$ cat config.mk
export PLATFORM = sky130hd
export DESIGN_NAME = greedy_row_packer_top_flat
export DESIGN_NICKNAME = d
export VERILOG_FILES = /design/src/hdl/grp_pkg.sv /design/src/hdl/grp_ifs.sv /design/src/hdl/grp_row_mem.sv /design/src/hdl/grp_scanner.sv /design/src/hdl/greedy_row_packer_top.sv /design/src/flat_wrapper.sv
export VERILOG_INCLUDE_DIRS = /design/src /design/src/hdl
export SDC_FILE = /design/constraint.sdc
export NUM_CORES = 1
export LEC_CHECK = 0
export BUFFER_PORTS_ARGS = -buffer_cell sky130_fd_sc_hd__buf_2
export CAP_MARGIN = 20
export CELL_PAD_IN_SITES_DETAIL_PLACEMENT = 1
export CELL_PAD_IN_SITES_GLOBAL_PLACEMENT = 1
export CORE_AREA = 5 5 216 218
export DETAILED_ROUTE_END_ITERATION = 8
export DIE_AREA = 0 0 221 223
export PLACE_DENSITY = 0.7
export RECOVER_POWER = 50
export SLEW_MARGIN = 20
export SYNTH_ARGS = -nofsm -noshare
export SYNTH_HDL_FRONTEND = slang
export SYNTH_SLANG_ARGS = --single-unit
$ cat constraint.sdc
create_clock -name i_clk -period 14.6 [get_ports i_clk]
set_input_delay 2.92 -clock i_clk [delete_from_list [all_inputs] [get_ports i_clk]]
set_output_delay 2.92 -clock i_clk [all_outputs]
set_load 0.05 [all_outputs]
$ cat src/hdl/greedy_row_packer_top_assert.svh
// assertion macros shared by the row packer top level
`ifndef GREEDY_ROW_PACKER_TOP_ASSERT_SVH
`define GREEDY_ROW_PACKER_TOP_ASSERT_SVH

// condition holds in the same cycle as the trigger
`define GRP_ASSERT_SAME(label, clk, rst_n, trig, cond) \
    label: assert property (@(posedge clk) disable iff (!rst_n) (trig) |-> (cond)) \
        else $error("row packer check failed");

// condition holds in the cycle after the trigger
`define GRP_ASSERT_NEXT(label, clk, rst_n, trig, cond) \
    label: assert property (@(posedge clk) disable iff (!rst_n) (trig) |=> (cond)) \
        else $error("row packer check failed");

`endif

$ cat src/hdl/grp_pkg.sv
// ----------------------------------------------------------------------------
// grp_pkg
// Shared widths, register codes and types of the greedy row packer.
// ----------------------------------------------------------------------------
package grp_pkg;

    localparam int GRP_MAX_ROWS = 16;
    localparam int ROW_W        = 6;
    localparam int WIDTH_W      = 16;
    localparam int GW_W         = 12;
    localparam int SPACE_W      = 8;
    localparam int NROWS_W      = 7;
    localparam int CFG_IDX_W    = 8;
    localparam int CFG_DATA_W   = 8;

    localparam logic [WIDTH_W-1:0] WIDTH_MAX = {WIDTH_W{1'b1}};

    typedef enum logic [CFG_IDX_W-1:0] {
        CFG_NUM_ROWS = 8'd0,
        CFG_SPACING  = 8'd1
    } t_cfg_idx;

    // requests from the scan sequencer to the row width memory
    typedef struct packed {
        logic               clear;
        logic [SPACE_W-1:0] base;
        logic               rd_en;
        logic [ROW_W-1:0]   rd_addr;
        logic               wr_en;
        logic [ROW_W-1:0]   wr_addr;
        logic [WIDTH_W-1:0] wr_data;
    } t_mem_req;

endpackage

$ cat src/hdl/grp_ifs.sv
// ----------------------------------------------------------------------------
// grp_ifs
// Handshake channels of the row packer: glyph in, placement out, config.
// ----------------------------------------------------------------------------
interface grp_glyph_if;
    logic                       valid;
    logic                       ready;
    logic [grp_pkg::GW_W-1:0]   glyph_width;
    logic                       first_glyph;
    logic                       last_glyph;

    modport source (output valid, glyph_width, first_glyph, last_glyph, input ready);
    modport sink   (input valid, glyph_width, first_glyph, last_glyph, output ready);
endinterface

interface grp_place_if;
    logic                         valid;
    logic                         ready;
    logic [grp_pkg::ROW_W-1:0]    chosen_row;
    logic [grp_pkg::WIDTH_W-1:0]  x_offset;
    logic [grp_pkg::WIDTH_W-1:0]  max_width;
    logic                         set_done;

    modport source (output valid, chosen_row, x_offset, max_width, set_done, input ready);
    modport sink   (input valid, chosen_row, x_offset, max_width, set_done, output ready);
endinterface

interface grp_cfg_if;
    logic                            valid;
    logic                            ready;
    logic [grp_pkg::CFG_IDX_W-1:0]   index;
    logic [grp_pkg::CFG_DATA_W-1:0]  data;

    modport source (output valid, index, data, input ready);
    modport sink   (input valid, index, data, output ready);
endinterface

$ cat src/hdl/grp_row_mem.sv
// ----------------------------------------------------------------------------
// grp_row_mem
// Row width memory: one read and one write port, registered read data.
// A per-row valid bit lets a set start clear every row to the base at once.
// ----------------------------------------------------------------------------
module grp_row_mem #(
    parameter int MAX_ROWS = grp_pkg::GRP_MAX_ROWS
) (
    input  logic                         i_clk,
    input  logic                         i_rst_n,
    input  grp_pkg::t_mem_req            i_req,
    output logic [grp_pkg::WIDTH_W-1:0]  o_rd_data
);
    import grp_pkg::*;

    localparam int AW = (MAX_ROWS > 1) ? $clog2(MAX_ROWS) : 1;

    logic [WIDTH_W-1:0]  r_mem [MAX_ROWS];
    logic [MAX_ROWS-1:0] r_valid;
    logic [SPACE_W-1:0]  r_base;
    logic [WIDTH_W-1:0]  r_rd_data;

    logic [AW-1:0] rd_idx;
    logic [AW-1:0] wr_idx;

    assign rd_idx    = i_req.rd_addr[AW-1:0];
    assign wr_idx    = i_req.wr_addr[AW-1:0];
    assign o_rd_data = r_rd_data;

    always_ff @(posedge i_clk) begin
        if (i_req.wr_en) begin
            r_mem[wr_idx] <= i_req.wr_data;
        end
        if (i_req.rd_en) begin
            // rows not written since the set start read as the base
            r_rd_data <= r_valid[rd_idx] ? r_mem[rd_idx]
                                         : {{(WIDTH_W-SPACE_W){1'b0}}, r_base};
        end
    end

    always_ff @(posedge i_clk) begin
        if (!i_rst_n) begin
            r_valid <= '0;
            r_base  <= '0;
        end else if (i_req.clear) begin
            r_valid <= '0;
            r_base  <= i_req.base;
        end else if (i_req.wr_en) begin
            r_valid[wr_idx] <= 1'b1;
        end
    end

endmodule

$ cat src/hdl/grp_scanner.sv
// ----------------------------------------------------------------------------
// grp_scanner
// Scan sequencer: reads the active rows one a cycle, keeps the narrowest,
// writes the grown row back and registers the placement beat.
// ----------------------------------------------------------------------------
module grp_scanner #(
    parameter int MAX_ROWS = grp_pkg::GRP_MAX_ROWS
) (
    input  logic                         i_clk,
    input  logic                         i_rst_n,
    grp_glyph_if.sink                    i_glyph,
    grp_place_if.source                  o_place,
    input  logic [grp_pkg::NROWS_W-1:0]  i_num_rows,
    input  logic [grp_pkg::SPACE_W-1:0]  i_spacing,
    output grp_pkg::t_mem_req            o_mem_req,
    input  logic [grp_pkg::WIDTH_W-1:0]  i_rd_data
);
    import grp_pkg::*;

    localparam logic [NROWS_W-1:0] MAXN = NROWS_W'(MAX_ROWS);
    localparam int SUM_W = WIDTH_W + 2;

    typedef enum logic [1:0] {S_IDLE, S_SCAN, S_DRAIN, S_UPDATE} t_state;

    t_state             r_state;
    logic [ROW_W-1:0]   r_idx;
    logic [ROW_W-1:0]   r_last_idx;
    logic               r_cmp_vld;
    logic [ROW_W-1:0]   r_cmp_idx;
    logic [ROW_W-1:0]   r_best_idx;
    logic [WIDTH_W-1:0] r_best_val;
    logic [GW_W-1:0]    r_gw;
    logic               r_last;
    logic [WIDTH_W-1:0] r_widest;
    logic               r_out_vld;
    logic [ROW_W-1:0]   r_out_row;
    logic [WIDTH_W-1:0] r_out_x;
    logic [WIDTH_W-1:0] r_out_max;
    logic               r_out_done;

    logic [NROWS_W-1:0] n_active;
    logic [NROWS_W-1:0] n_last_idx;
    logic [SUM_W-1:0]   n_sum;
    logic [WIDTH_W-1:0] n_after;
    logic [WIDTH_W-1:0] n_widest;
    logic               accept;
    logic               out_free;
    logic               commit;
    logic               take_best;

    assign n_active   = (i_num_rows == '0) ? NROWS_W'(1)
                      : (i_num_rows > MAXN) ? MAXN : i_num_rows;
    assign n_last_idx = n_active - NROWS_W'(1);

    assign accept   = i_glyph.valid && i_glyph.ready;
    assign out_free = !r_out_vld || o_place.ready;
    assign commit   = (r_state == S_UPDATE) && out_free;

    assign n_sum    = SUM_W'(r_best_val) + SUM_W'(r_gw) + SUM_W'(i_spacing);
    assign n_after  = (n_sum > SUM_W'(WIDTH_MAX)) ? WIDTH_MAX : n_sum[WIDTH_W-1:0];
    assign n_widest = (n_after > r_widest) ? n_after : r_widest;

    // ties keep the lower row
    assign take_best = r_cmp_vld && ((r_cmp_idx == '0) || (i_rd_data < r_best_val));

    assign i_glyph.ready = (r_state == S_IDLE);

    assign o_place.valid      = r_out_vld;
    assign o_place.chosen_row = r_out_row;
    assign o_place.x_offset   = r_out_x;
    assign o_place.max_width  = r_out_max;
    assign o_place.set_done   = r_out_done;

    always_comb begin
        o_mem_req         = '0;
        o_mem_req.clear   = accept && i_glyph.first_glyph;
        o_mem_req.base    = i_spacing;
        o_mem_req.rd_en   = (r_state == S_SCAN);
        o_mem_req.rd_addr = r_idx;
        o_mem_req.wr_en   = commit;
        o_mem_req.wr_addr = r_best_idx;
        o_mem_req.wr_data = n_after;
    end

    always_ff @(posedge i_clk) begin
        if (!i_rst_n) begin
            r_state   <= S_IDLE;
            r_idx     <= '0;
            r_cmp_vld <= 1'b0;
            r_widest  <= '0;
            r_out_vld <= 1'b0;
        end else begin
            r_cmp_vld <= (r_state == S_SCAN);
            r_cmp_idx <= r_idx;
            if (take_best) begin
                r_best_idx <= r_cmp_idx;
                r_best_val <= i_rd_data;
            end
            if (commit) begin
                r_out_vld <= 1'b1;
            end else if (o_place.ready) begin
                r_out_vld <= 1'b0;
            end
            case (r_state)
                S_IDLE: begin
                    if (accept) begin
                        r_gw       <= i_glyph.glyph_width;
                        r_last     <= i_glyph.last_glyph;
                        r_last_idx <= n_last_idx[ROW_W-1:0];
                        r_idx      <= '0;
                        if (i_glyph.first_glyph) begin
                            r_widest <= {{(WIDTH_W-SPACE_W){1'b0}}, i_spacing};
                        end
                        r_state <= S_SCAN;
                    end
                end
                S_SCAN: begin
                    r_idx <= r_idx + ROW_W'(1);
                    if (r_idx == r_last_idx) begin
                        r_state <= S_DRAIN;
                    end
                end
                S_DRAIN: begin
                    r_state <= S_UPDATE;
                end
                S_UPDATE: begin
                    if (out_free) begin
                        r_widest   <= n_widest;
                        r_out_row  <= r_best_idx;
                        r_out_x    <= r_best_val;
                        r_out_max  <= n_widest;
                        r_out_done <= r_last;
                        r_state    <= S_IDLE;
                    end
                end
                default: begin
                    r_state <= S_IDLE;
                end
            endcase
        end
    end

endmodule

$ cat src/hdl/greedy_row_packer_top.sv
// ----------------------------------------------------------------------------
// greedy_row_packer_top
// Places each glyph in the least filled atlas row, lowest row on a tie.
//
// i_glyph carries one glyph width per beat; first_glyph starts a new set
// with every row at the spacing value, last_glyph is echoed as set_done.
// o_place returns one beat per glyph: row, x offset and widest row so far.
// i_cfg writes num_rows (index 0) and spacing (index 1), idle time only;
// it is always ready and does not itself enforce the idle time rule.
// A glyph's result is registered by the update state after its accept: the
// row width memory has one read port, so the scan reads the active rows one
// a cycle, then a drain state waits for the last read and the update state
// writes the grown row back. The idle state then takes the next glyph.
// One glyph is in flight at a time; the next is taken as soon as the
// result is registered, even while o_place is stalled. A stalled result
// holds the write-back until the output register frees up.
// Reset gives num_rows 1, spacing 0 and all row widths zero.
// ----------------------------------------------------------------------------
module greedy_row_packer_top #(
    parameter int MAX_ROWS = grp_pkg::GRP_MAX_ROWS
) (
    input  logic          i_clk,
    input  logic          i_rst_n,
    grp_glyph_if.sink     i_glyph,
    grp_place_if.source   o_place,
    grp_cfg_if.sink       i_cfg
);
    import grp_pkg::*;

`include "greedy_row_packer_top_assert.svh"

    logic [NROWS_W-1:0] r_num_rows;
    logic [SPACE_W-1:0] r_spacing;
    t_mem_req           mem_req;
    logic [WIDTH_W-1:0] rd_data;

    assign i_cfg.ready = 1'b1;

    always_ff @(posedge i_clk) begin
        if (!i_rst_n) begin
            r_num_rows <= NROWS_W'(1);
            r_spacing  <= '0;
        end else if (i_cfg.valid && i_cfg.ready) begin
            if (i_cfg.index == CFG_NUM_ROWS) begin
                r_num_rows <= i_cfg.data[NROWS_W-1:0];
            end else if (i_cfg.index == CFG_SPACING) begin
                r_spacing <= i_cfg.data[SPACE_W-1:0];
            end
        end
    end

    grp_scanner #(
        .MAX_ROWS (MAX_ROWS)
    ) u_scanner (
        .i_clk      (i_clk),
        .i_rst_n    (i_rst_n),
        .i_glyph    (i_glyph),
        .o_place    (o_place),
        .i_num_rows (r_num_rows),
        .i_spacing  (r_spacing),
        .o_mem_req  (mem_req),
        .i_rd_data  (rd_data)
    );

    grp_row_mem #(
        .MAX_ROWS (MAX_ROWS)
    ) u_row_mem (
        .i_clk     (i_clk),
        .i_rst_n   (i_rst_n),
        .i_req     (mem_req),
        .o_rd_data (rd_data)
    );

    // one glyph in flight: the scan holds off the next beat
    `GRP_ASSERT_NEXT(a_busy_after_accept, i_clk, i_rst_n, i_glyph.valid && i_glyph.ready, !i_glyph.ready)
    // a read and a write never hit the memory in the same cycle
    `GRP_ASSERT_SAME(a_no_rw_overlap, i_clk, i_rst_n, mem_req.wr_en, !mem_req.rd_en && !mem_req.clear)
    `GRP_ASSERT_SAME(a_row_in_range, i_clk, i_rst_n, o_place.valid, {1'b0, o_place.chosen_row} < NROWS_W'(MAX_ROWS))
    `GRP_ASSERT_SAME(a_max_covers_x, i_clk, i_rst_n, o_place.valid, o_place.max_width >= o_place.x_offset)

endmodule
$ cat src/flat_wrapper.sv
// flat-port wrapper written by rule: the top's interface ports become plain ports
module greedy_row_packer_top_flat import grp_pkg::*;
#(
    parameter int MAX_ROWS = grp_pkg::GRP_MAX_ROWS
)
  (i_clk, i_rst_n, i_glyph_valid, i_glyph_glyph_width, i_glyph_first_glyph, i_glyph_last_glyph, i_glyph_ready, o_place_valid, o_place_chosen_row, o_place_x_offset, o_place_max_width, o_place_set_done, o_place_ready, i_cfg_valid, i_cfg_index, i_cfg_data, i_cfg_ready);
  grp_glyph_if i_glyph_i ();
  grp_place_if o_place_i ();
  grp_cfg_if i_cfg_i ();
  input  logic i_clk;
  input  logic i_rst_n;
  input wire logic [$bits(i_glyph_i.valid)-1:0] i_glyph_valid;
  input wire logic [$bits(i_glyph_i.glyph_width)-1:0] i_glyph_glyph_width;
  input wire logic [$bits(i_glyph_i.first_glyph)-1:0] i_glyph_first_glyph;
  input wire logic [$bits(i_glyph_i.last_glyph)-1:0] i_glyph_last_glyph;
  output wire logic [$bits(i_glyph_i.ready)-1:0] i_glyph_ready;
  output wire logic [$bits(o_place_i.valid)-1:0] o_place_valid;
  output wire logic [$bits(o_place_i.chosen_row)-1:0] o_place_chosen_row;
  output wire logic [$bits(o_place_i.x_offset)-1:0] o_place_x_offset;
  output wire logic [$bits(o_place_i.max_width)-1:0] o_place_max_width;
  output wire logic [$bits(o_place_i.set_done)-1:0] o_place_set_done;
  input wire logic [$bits(o_place_i.ready)-1:0] o_place_ready;
  input wire logic [$bits(i_cfg_i.valid)-1:0] i_cfg_valid;
  input wire logic [$bits(i_cfg_i.index)-1:0] i_cfg_index;
  input wire logic [$bits(i_cfg_i.data)-1:0] i_cfg_data;
  output wire logic [$bits(i_cfg_i.ready)-1:0] i_cfg_ready;
  assign i_glyph_i.valid = i_glyph_valid;
  assign i_glyph_i.glyph_width = i_glyph_glyph_width;
  assign i_glyph_i.first_glyph = i_glyph_first_glyph;
  assign i_glyph_i.last_glyph = i_glyph_last_glyph;
  assign i_glyph_ready = i_glyph_i.ready;
  assign o_place_valid = o_place_i.valid;
  assign o_place_chosen_row = o_place_i.chosen_row;
  assign o_place_x_offset = o_place_i.x_offset;
  assign o_place_max_width = o_place_i.max_width;
  assign o_place_set_done = o_place_i.set_done;
  assign o_place_i.ready = o_place_ready;
  assign i_cfg_i.valid = i_cfg_valid;
  assign i_cfg_i.index = i_cfg_index;
  assign i_cfg_i.data = i_cfg_data;
  assign i_cfg_ready = i_cfg_i.ready;
  greedy_row_packer_top #(.MAX_ROWS(MAX_ROWS)) u_core (.i_clk(i_clk), .i_rst_n(i_rst_n), .i_glyph(i_glyph_i), .o_place(o_place_i), .i_cfg(i_cfg_i));
endmodule
==> Yosys cells after proc, flatten, opt, wreduce, memory -nomap -nowiden <==
Memory sizes are Yosys's and may differ from the RTL's. A register that Yosys moved wholly into a read port is not among the register bits.
Cells that the tools add are included.
{ "totals": {"ramBits": 256, "elab_cells": 94, "output_inout_bits": 42, "n_memories": 1, "reg_bits": 167, "input_bits": 35} }
{ "op_classes": {"eq_ne": 9, "order_cmp": 7, "addsub": 4, "bitwise_logic": 3, "n_reduce_logical": 24, "n_mux": 25} }
{ "mem_list": {"columns": ["memory", "depth", "word_bits", "read_ports", "rd_clocked_by_memory_dff", "write_ports", "line_no", "text"], "rows": [
  ["u_core.u_row_mem.r_mem", 16, 16, 1, 1, 1, "grp_row_mem.sv:18", "logic [WIDTH_W-1:0] r_mem [MAX_ROWS];"]
]} }
{ "op_table": {"columns": ["cell", "count"], "rows": [
  ["16-bit two-way mux", 5],
  ["16-bit one-hot mux with 2 select lines", 1],
  ["17-bit by 8-bit adder with 18-bit output", 1],
  ["18-bit by 16-bit > comparator with 1-bit output, second input constant", 1],
  ["6-bit two-way mux", 3],
  ["16-bit by 12-bit adder with 17-bit output", 1],
  ["16-bit > comparator", 1],
  ["16-bit less-than comparator", 1],
  ["16-bit bitwise OR", 1],
  ["6-bit one-hot mux with 2 select lines", 1],
  ["3-bit AND reduction", 4],
  ["4-bit by 5-bit less-than comparator with 1-bit output, second input constant", 2],
  ["8-bit by 1-bit equality test with 1-bit output, second input constant", 1],
  ["8-bit logical NOT", 1],
  ["4-bit two-way mux", 2],
  ["8-bit two-way mux", 1],
  ["2-bit one-hot mux with 4 select lines", 1],
  ["7-bit by 5-bit > comparator with 1-bit output, second input constant", 1],
  ["7-bit logical NOT", 1],
  ["6-bit by 1-bit adder with 6-bit output, second input constant", 1],
  ["6-bit equality test", 1],
  ["6-bit logical NOT", 1],
  ["1-bit two-way mux", 6],
  ["2-bit two-way mux", 3],
  ["17 further kinds", 30]
]} }

==> Longest topological paths before layout <==
{ "logic_depth": {"depth_word": 8, "depth_mapped": 22, "depth_no_buf": 20} }

==> Modules after synthesis <==
Synthesis repeated with hierarchy kept, for this count alone.
{ "hier_totals": {"hier_cells": 1063, "area_unflattened_um2": 17925.9} }
{ "modules_own_cells": {"columns": ["module", "area_per_inst_um2", "instances", "cells_per_inst", "seq_area_each_um2"], "rows": [
  ["grp_row_mem", 11300.8, 1, 500, 8648.3],
  ["grp_scanner", 5985.7, 1, 500, 3103.0],
  ["greedy_row_packer_top", 639.4, 1, 63, 300.3]
]} }

==> Worst setup path after synthesis <==
OpenSTA, ideal clock, no wires.
{ "synth_path": {"path_type": "input to register", "from": "input port i_rst_n", "to": "register u_core.u_scanner.r_out_row[0], in the netlist u_core.u_scanner.o_place.chosen_row[0], enable pin", "n_path_buf": 1, "setup_ps": 435, "t_required_ps": 14165, "setup_slack_ps": 9314, "cell_stages": 3, "arrival_ps": 4851, "cell_sequence": "inv_1 > clkbuf_1 > nor2_1"} }
{ "synth_via": {"elab_chain_len": 1} }
{ "synth_lines": {"columns": ["item", "line_no", "text"], "rows": [
  ["start: declaration", "flat_wrapper.sv:11", "input logic i_rst_n;"],
  ["3-bit AND reduction (no line)", null, null],
  ["end signal: assignment", "grp_scanner.sv:129", "r_out_row <= r_best_idx;"],
  ["end: declaration", "grp_scanner.sv:36", "logic [ROW_W-1:0] r_out_row;"]
]} }
No other way between the ends.
A chain may end at the register's enable or synchronous reset.

==> impl_metrics.csv <==
group,metric,value,unit
power,clkPwrFrac,0.336,
floorplanning,die_w,221,um
critical_path,crit_family,"compound AO/OA/AOI/OAI gates",
grt,grt_pass1_wl,64640,um
critical_path,required,15.09,ns
timing,hold_violations,0,
routing,wl,42880,um
routing,drtIter0Drc,822,
layout,drive_gt1_frac,0.2294,
timing,fmax,0.1575,GHz
layout,final_util,0.4502,
routing,drc,0,
synthesis,netlist_area,17580,sq um
worst_hold_path,min_to,"u_core.u_scanner.o_place.chosen_row[5]",
critical_path,path_cells,"inv_1 > fa_1 > inv_1 > ha_1 > fa_1 > a211oi_1 > o211ai_1 > nand3_1 > a41oi_1 > and2_1 > o21ai_1 > inv_1 > ha_1 > nand3_1 > nor4_1 > a21boi_1 > o31ai_4 > buf_4 > a211oi_2 > mux2_2 > nor2_1",
clock_tree,tritoncts,"built",
timing,finalClockSkew,0.02625,ns
critical_path,worstRegToRegCells,21,
placed_design,dp_hpwl,27440,um
synthesis,async_flop_share,0,
power,power.density,158.8,nW/um^2
floorplanning,core,44700,sq um
placed_design,dp.cells,1718,
synthesis,yosys_warnings,0,
synthesis,yosys_most_used_dff,"edfxtp_1",
routing,dr.pass1.iters,6,
power,power.internal,2.307,mW
routing,drtAntennaViolNets,0,
grt,track_usage,0.1726,
timing,whs,0.4180,ns
critical_path,critPathArrivalTime,6.84,ns
placed_design,port_buffers,75,
run_status,status,"finished, violations left",
placed_design,place.gp.congestion,0.8412,
layout,instances_no_fill,1799,
worst_hold_path,hp-start,"u_core.u_scanner.r_best_idx[5]",
layout,final_nets,1262,
critical_path,r2r_slack,8.25,ns
worst_hold_path,holdPathStages,0,
clock_tree,cts.sinks,427,
floorplanning,num_rows,78,
power,vdd_drop_max,0.08359,mV
run_status,violations,"capacitance limit, slew limit",
timing,slew_headroom,-1.510,
clock_tree,cts_resized,0,
placed_design,place_area,18810,sq um
floorplanning,start_util,0.3933,
clock_tree,post-cts-setup-buffer-count,0,
layout,syn_to_final_growth,14.45,%
critical_path,critPathBufInv,4,
timing,rsz0062_at_grt,"false",
grt,first_global_vias,10230,
critical_path,path_class,"flip-flop to flip-flop",
clock_tree,max-clock-path-buffers,3,
timing,setup_tns,0,ns
layout,n_fill_cell,4392,
power,seq_power_share,0.479,
routing,routedWlPerCell,23.83,um
routing,num_vias,9531,
clock_tree,clk_pin_slew,0.06,ns
synthesis,synth_top_cell_area_share,0.6115,
timing,finalWorstSetupSlack,8.251,ns
synthesis,synth_largest_area_cell,"edfxtp_1",
synthesis,synth.area.top_cells,"edfxtp_1 61%, mux4_2 11%, dfxtp_1 7.9%, ha_1 3.8%, nor2_1 1.6%",
floorplanning,die_area,49280,sq um
clock_tree,cts_made_buffers,45,
clock_tree,h-tree-depth,2,
clock_tree,clk_latency,0.59,ns
grt,grt_max_degree,65,
power,p_leak,6.845,nW
layout,finish.instance_area,20120,sq um
power,p_sw,0.8890,mW
critical_path,max_stage_delay,0.80,ns
synthesis,ys_seq_elements,427,
critical_path,cp_max_fo,25,
critical_path,reg2reg_from,"u_core.u_scanner.r_best_val[1]",
job,drv_cap,4,
power,swShare,0.2781,
clock_tree,cts_root_buffer,"clkbuf_16",
timing,slew_viol_final,116,
synthesis,syn_nets,1153,
synthesis,avgSynthCellArea,16.65,sq um
placed_design,pre_cts_slack,8.302,ns
synthesis,synthCells,1056,
floorplanning,die_h,223,um
power,design_power_total,3.196,mW
critical_path,start_kind,"flip-flop",
critical_path,cp_slowest_cell,"a211oi_2",
grt,antenna_found_initial,0,
routing,vias_per_cell,5.298,
synthesis,yosysSeqAreaShare,0.6901,
critical_path,r2r-end,"u_core.u_scanner.r_widest[7]",
critical_path,cpMostUsedCell,"inv_1",
timing,timing.final.crit_share,0.4349,
synthesis,synth_edf_count,358,
power,p_comb_frac,0.185,
clock_tree,cts_hold_buf,0,
worst_hold_path,holdCritPathClass,"flip-flop to flip-flop",
layout,diodes,0,
synthesis,ys_types,61,
floorplanning,ios,77,
timing,final-setup-viol-count,0,
timing,worst_pin_slew,3.765,ns
timing,period_needed,6.349,ns
critical_path,worstSetupEndpointType,"flip-flop",
grt,grt_overflow_total,0,
power groups by stage:
stage / clock network [mW] / logic [mW] / registers (mW)
global route: 1.16 / 0.651 / 1.54
finish: 1.07 / 0.592 / 1.53
CTS: 1.10 / 0.594 / 1.53
global placement: 0 / 0.568 / 1.55
detailed placement: 0 / 0.591 / 1.56
floorplan: 0 / 0.411 / 1.54
flip-flops by register name, indices dropped and copies added, names as in the netlist, 7 cells and up, named ones only:
signal / flops
u_core.r_num_rows: 7
u_core.r_spacing: 8
u_core.u_row_mem.o_rd_data: 16
u_core.u_row_mem.r_base: 8
u_core.u_row_mem.r_mem: 256
u_core.u_row_mem.r_valid: 16
u_core.u_scanner.o_place.max_width: 16
u_core.u_scanner.o_place.x_offset: 16
u_core.u_scanner.r_best_val: 16
u_core.u_scanner.r_gw: 12
u_core.u_scanner.r_widest: 16
cells in the final DEF (no fill, tap or decap), types with 5 or more instances in the layout:
cell       Yosys  final
a21o_1         9      9
ha_1          53     53
nor2_1        73     59
clkinv_2       0      9
mux4_2        82     82
o21a_1        17     17
buf_4          2     16
xor2_1        10     10
nand2b_1       8      8
nor2_2         0     11
nor4_1         5      5
o21ai_0       31     31
and2_2         8      8
a21oi_1       32     32
nor3_1        11      7
nand4_1        8      8
edfxtp_1     358    358
fa_1           9      9
nand2_1       55     55
clkbuf_16      0     45
a221oi_1       6      6
buf_2         10     72
clkbuf_1      22     27
inv_1         60     60
xnor2_1        7      7
nand3_1       15     15
mux2i_1       17     17
dfxtp_1       69     67
mux2_2         9      7
cells in the mapped netlist (3+ instances only):
| cell type | number |
|---|---|
| nor2_1 | 73 |
| nand4_1 | 8 |
| a21o_1 | 9 |
| ha_1 | 53 |
| a221oi_1 | 6 |
| edfxtp_1 | 358 |
| mux4_2 | 82 |
| o21a_1 | 17 |
| and2_2 | 8 |
| dfxtp_1 | 69 |
| nand2_1 | 55 |
| clkbuf_1 | 22 |
| a211oi_1 | 4 |
| nor2b_1 | 4 |
| xnor2_1 | 7 |
| nand2b_1 | 8 |
| nor4_1 | 5 |
| o32ai_1 | 3 |
| a22oi_1 | 4 |
| nand3_1 | 15 |
| fa_1 | 9 |
| nor3_1 | 11 |
| mux2_2 | 9 |
| a21oi_1 | 32 |
| or3_1 | 3 |
| xor2_1 | 10 |
| mux2i_1 | 17 |
| a31oi_1 | 3 |
| buf_2 | 10 |
| and3_1 | 4 |
| inv_1 | 60 |
| and2_1 | 5 |
| mux4_1 | 3 |
| o21ai_0 | 31 |
per-layer routing:
| layer | global-route usage | vias up | wire length, um |
|---|---|---|---|
| met5 | 0 | - | 0 |
| met4 | 0.04402 | 0 | 895 |
| met3 | 0.03579 | 58 | 2478 |
| met2 | 0.2950 | 260 | 21270 |
| met1 | 0.2274 | 4912 | 18240 |
| li1 | - | 4301 | - |
cell families (layout without fill, tap and decap cells):
family | Yosys count | in the layout | share of synthesized area
AOI/OAI and AO/OA | 132 | 132 | 0.04939
xor gates and xnor gates | 17 | 17 | 0.008469
adders and majority gates | 62 | 62 | 0.04797
other | 2 | 2 | 0.0004272
DFF | 427 | 427 | 0.6901
muxes | 113 | 113 | 0.1267
and+or+nand+nor | 205 | 205 | 0.05409
buffers and inverters | 98 | 241 | 0.02292
cell type report:
| class | count | area (sq um) | share of cell area |
|---|---|---|---|
| Clock inverter | 21 | 186.4 | 0.009265 |
| Timing Repair Buffer | 100 | 525.5 | 0.02612 |
| Tap cell | 600 | 750.7 | 0.03731 |
| Sequential cell | 427 | 12130 | 0.6030 |
| Inverter | 60 | 225.2 | 0.01119 |
| Clock buffer | 60 | 1182 | 0.05876 |
| Multi-Input combinational cell | 531 | 5117 | 0.2543 |
worst reg2reg max path: stages, from the launching register on:
cell and delay, ns:
edfxtp_1 0.34, inv_1 0.07, fa_1 0.55, inv_1 0.05
ha_1 0.23, fa_1 0.41, a211oi_1 0.46, o211ai_1 0.26
nand3_1 0.16, a41oi_1 0.16, and2_1 0.19, o21ai_1 0.26
inv_1 0.31, ha_1 0.39, nand3_1 0.11, nor4_1 0.33
a21boi_1 0.36, o31ai_4 0.11, buf_4 0.23, a211oi_2 0.80
mux2_2 0.42, nor2_1 0.08
how the worst max path moves through the flow:
stage,start,end,slack (ns),cells after the start
6_report,u_core.u_scanner.r_best_val[1],u_core.u_scanner.r_widest[7],8.25,21
5_1_grt,u_core.u_scanner.r_best_val[2],u_core.u_scanner.r_widest[7],7.74,16
4_1_cts,u_core.u_scanner.r_best_val[1],u_core.u_scanner.r_widest[7],8.28,21
3_5_place_dp,u_core.u_scanner.r_best_val[2],u_core.u_scanner.r_widest[7],8.30,16
3_3_place_gp,u_core.u_scanner.r_best_val[1],u_core.u_scanner.r_widest[7],8.53,21
2_1_floorplan,i_rst_n,u_core.u_scanner.o_place.chosen_row[0],9.31,3
(Power assumes the default switching activity.)
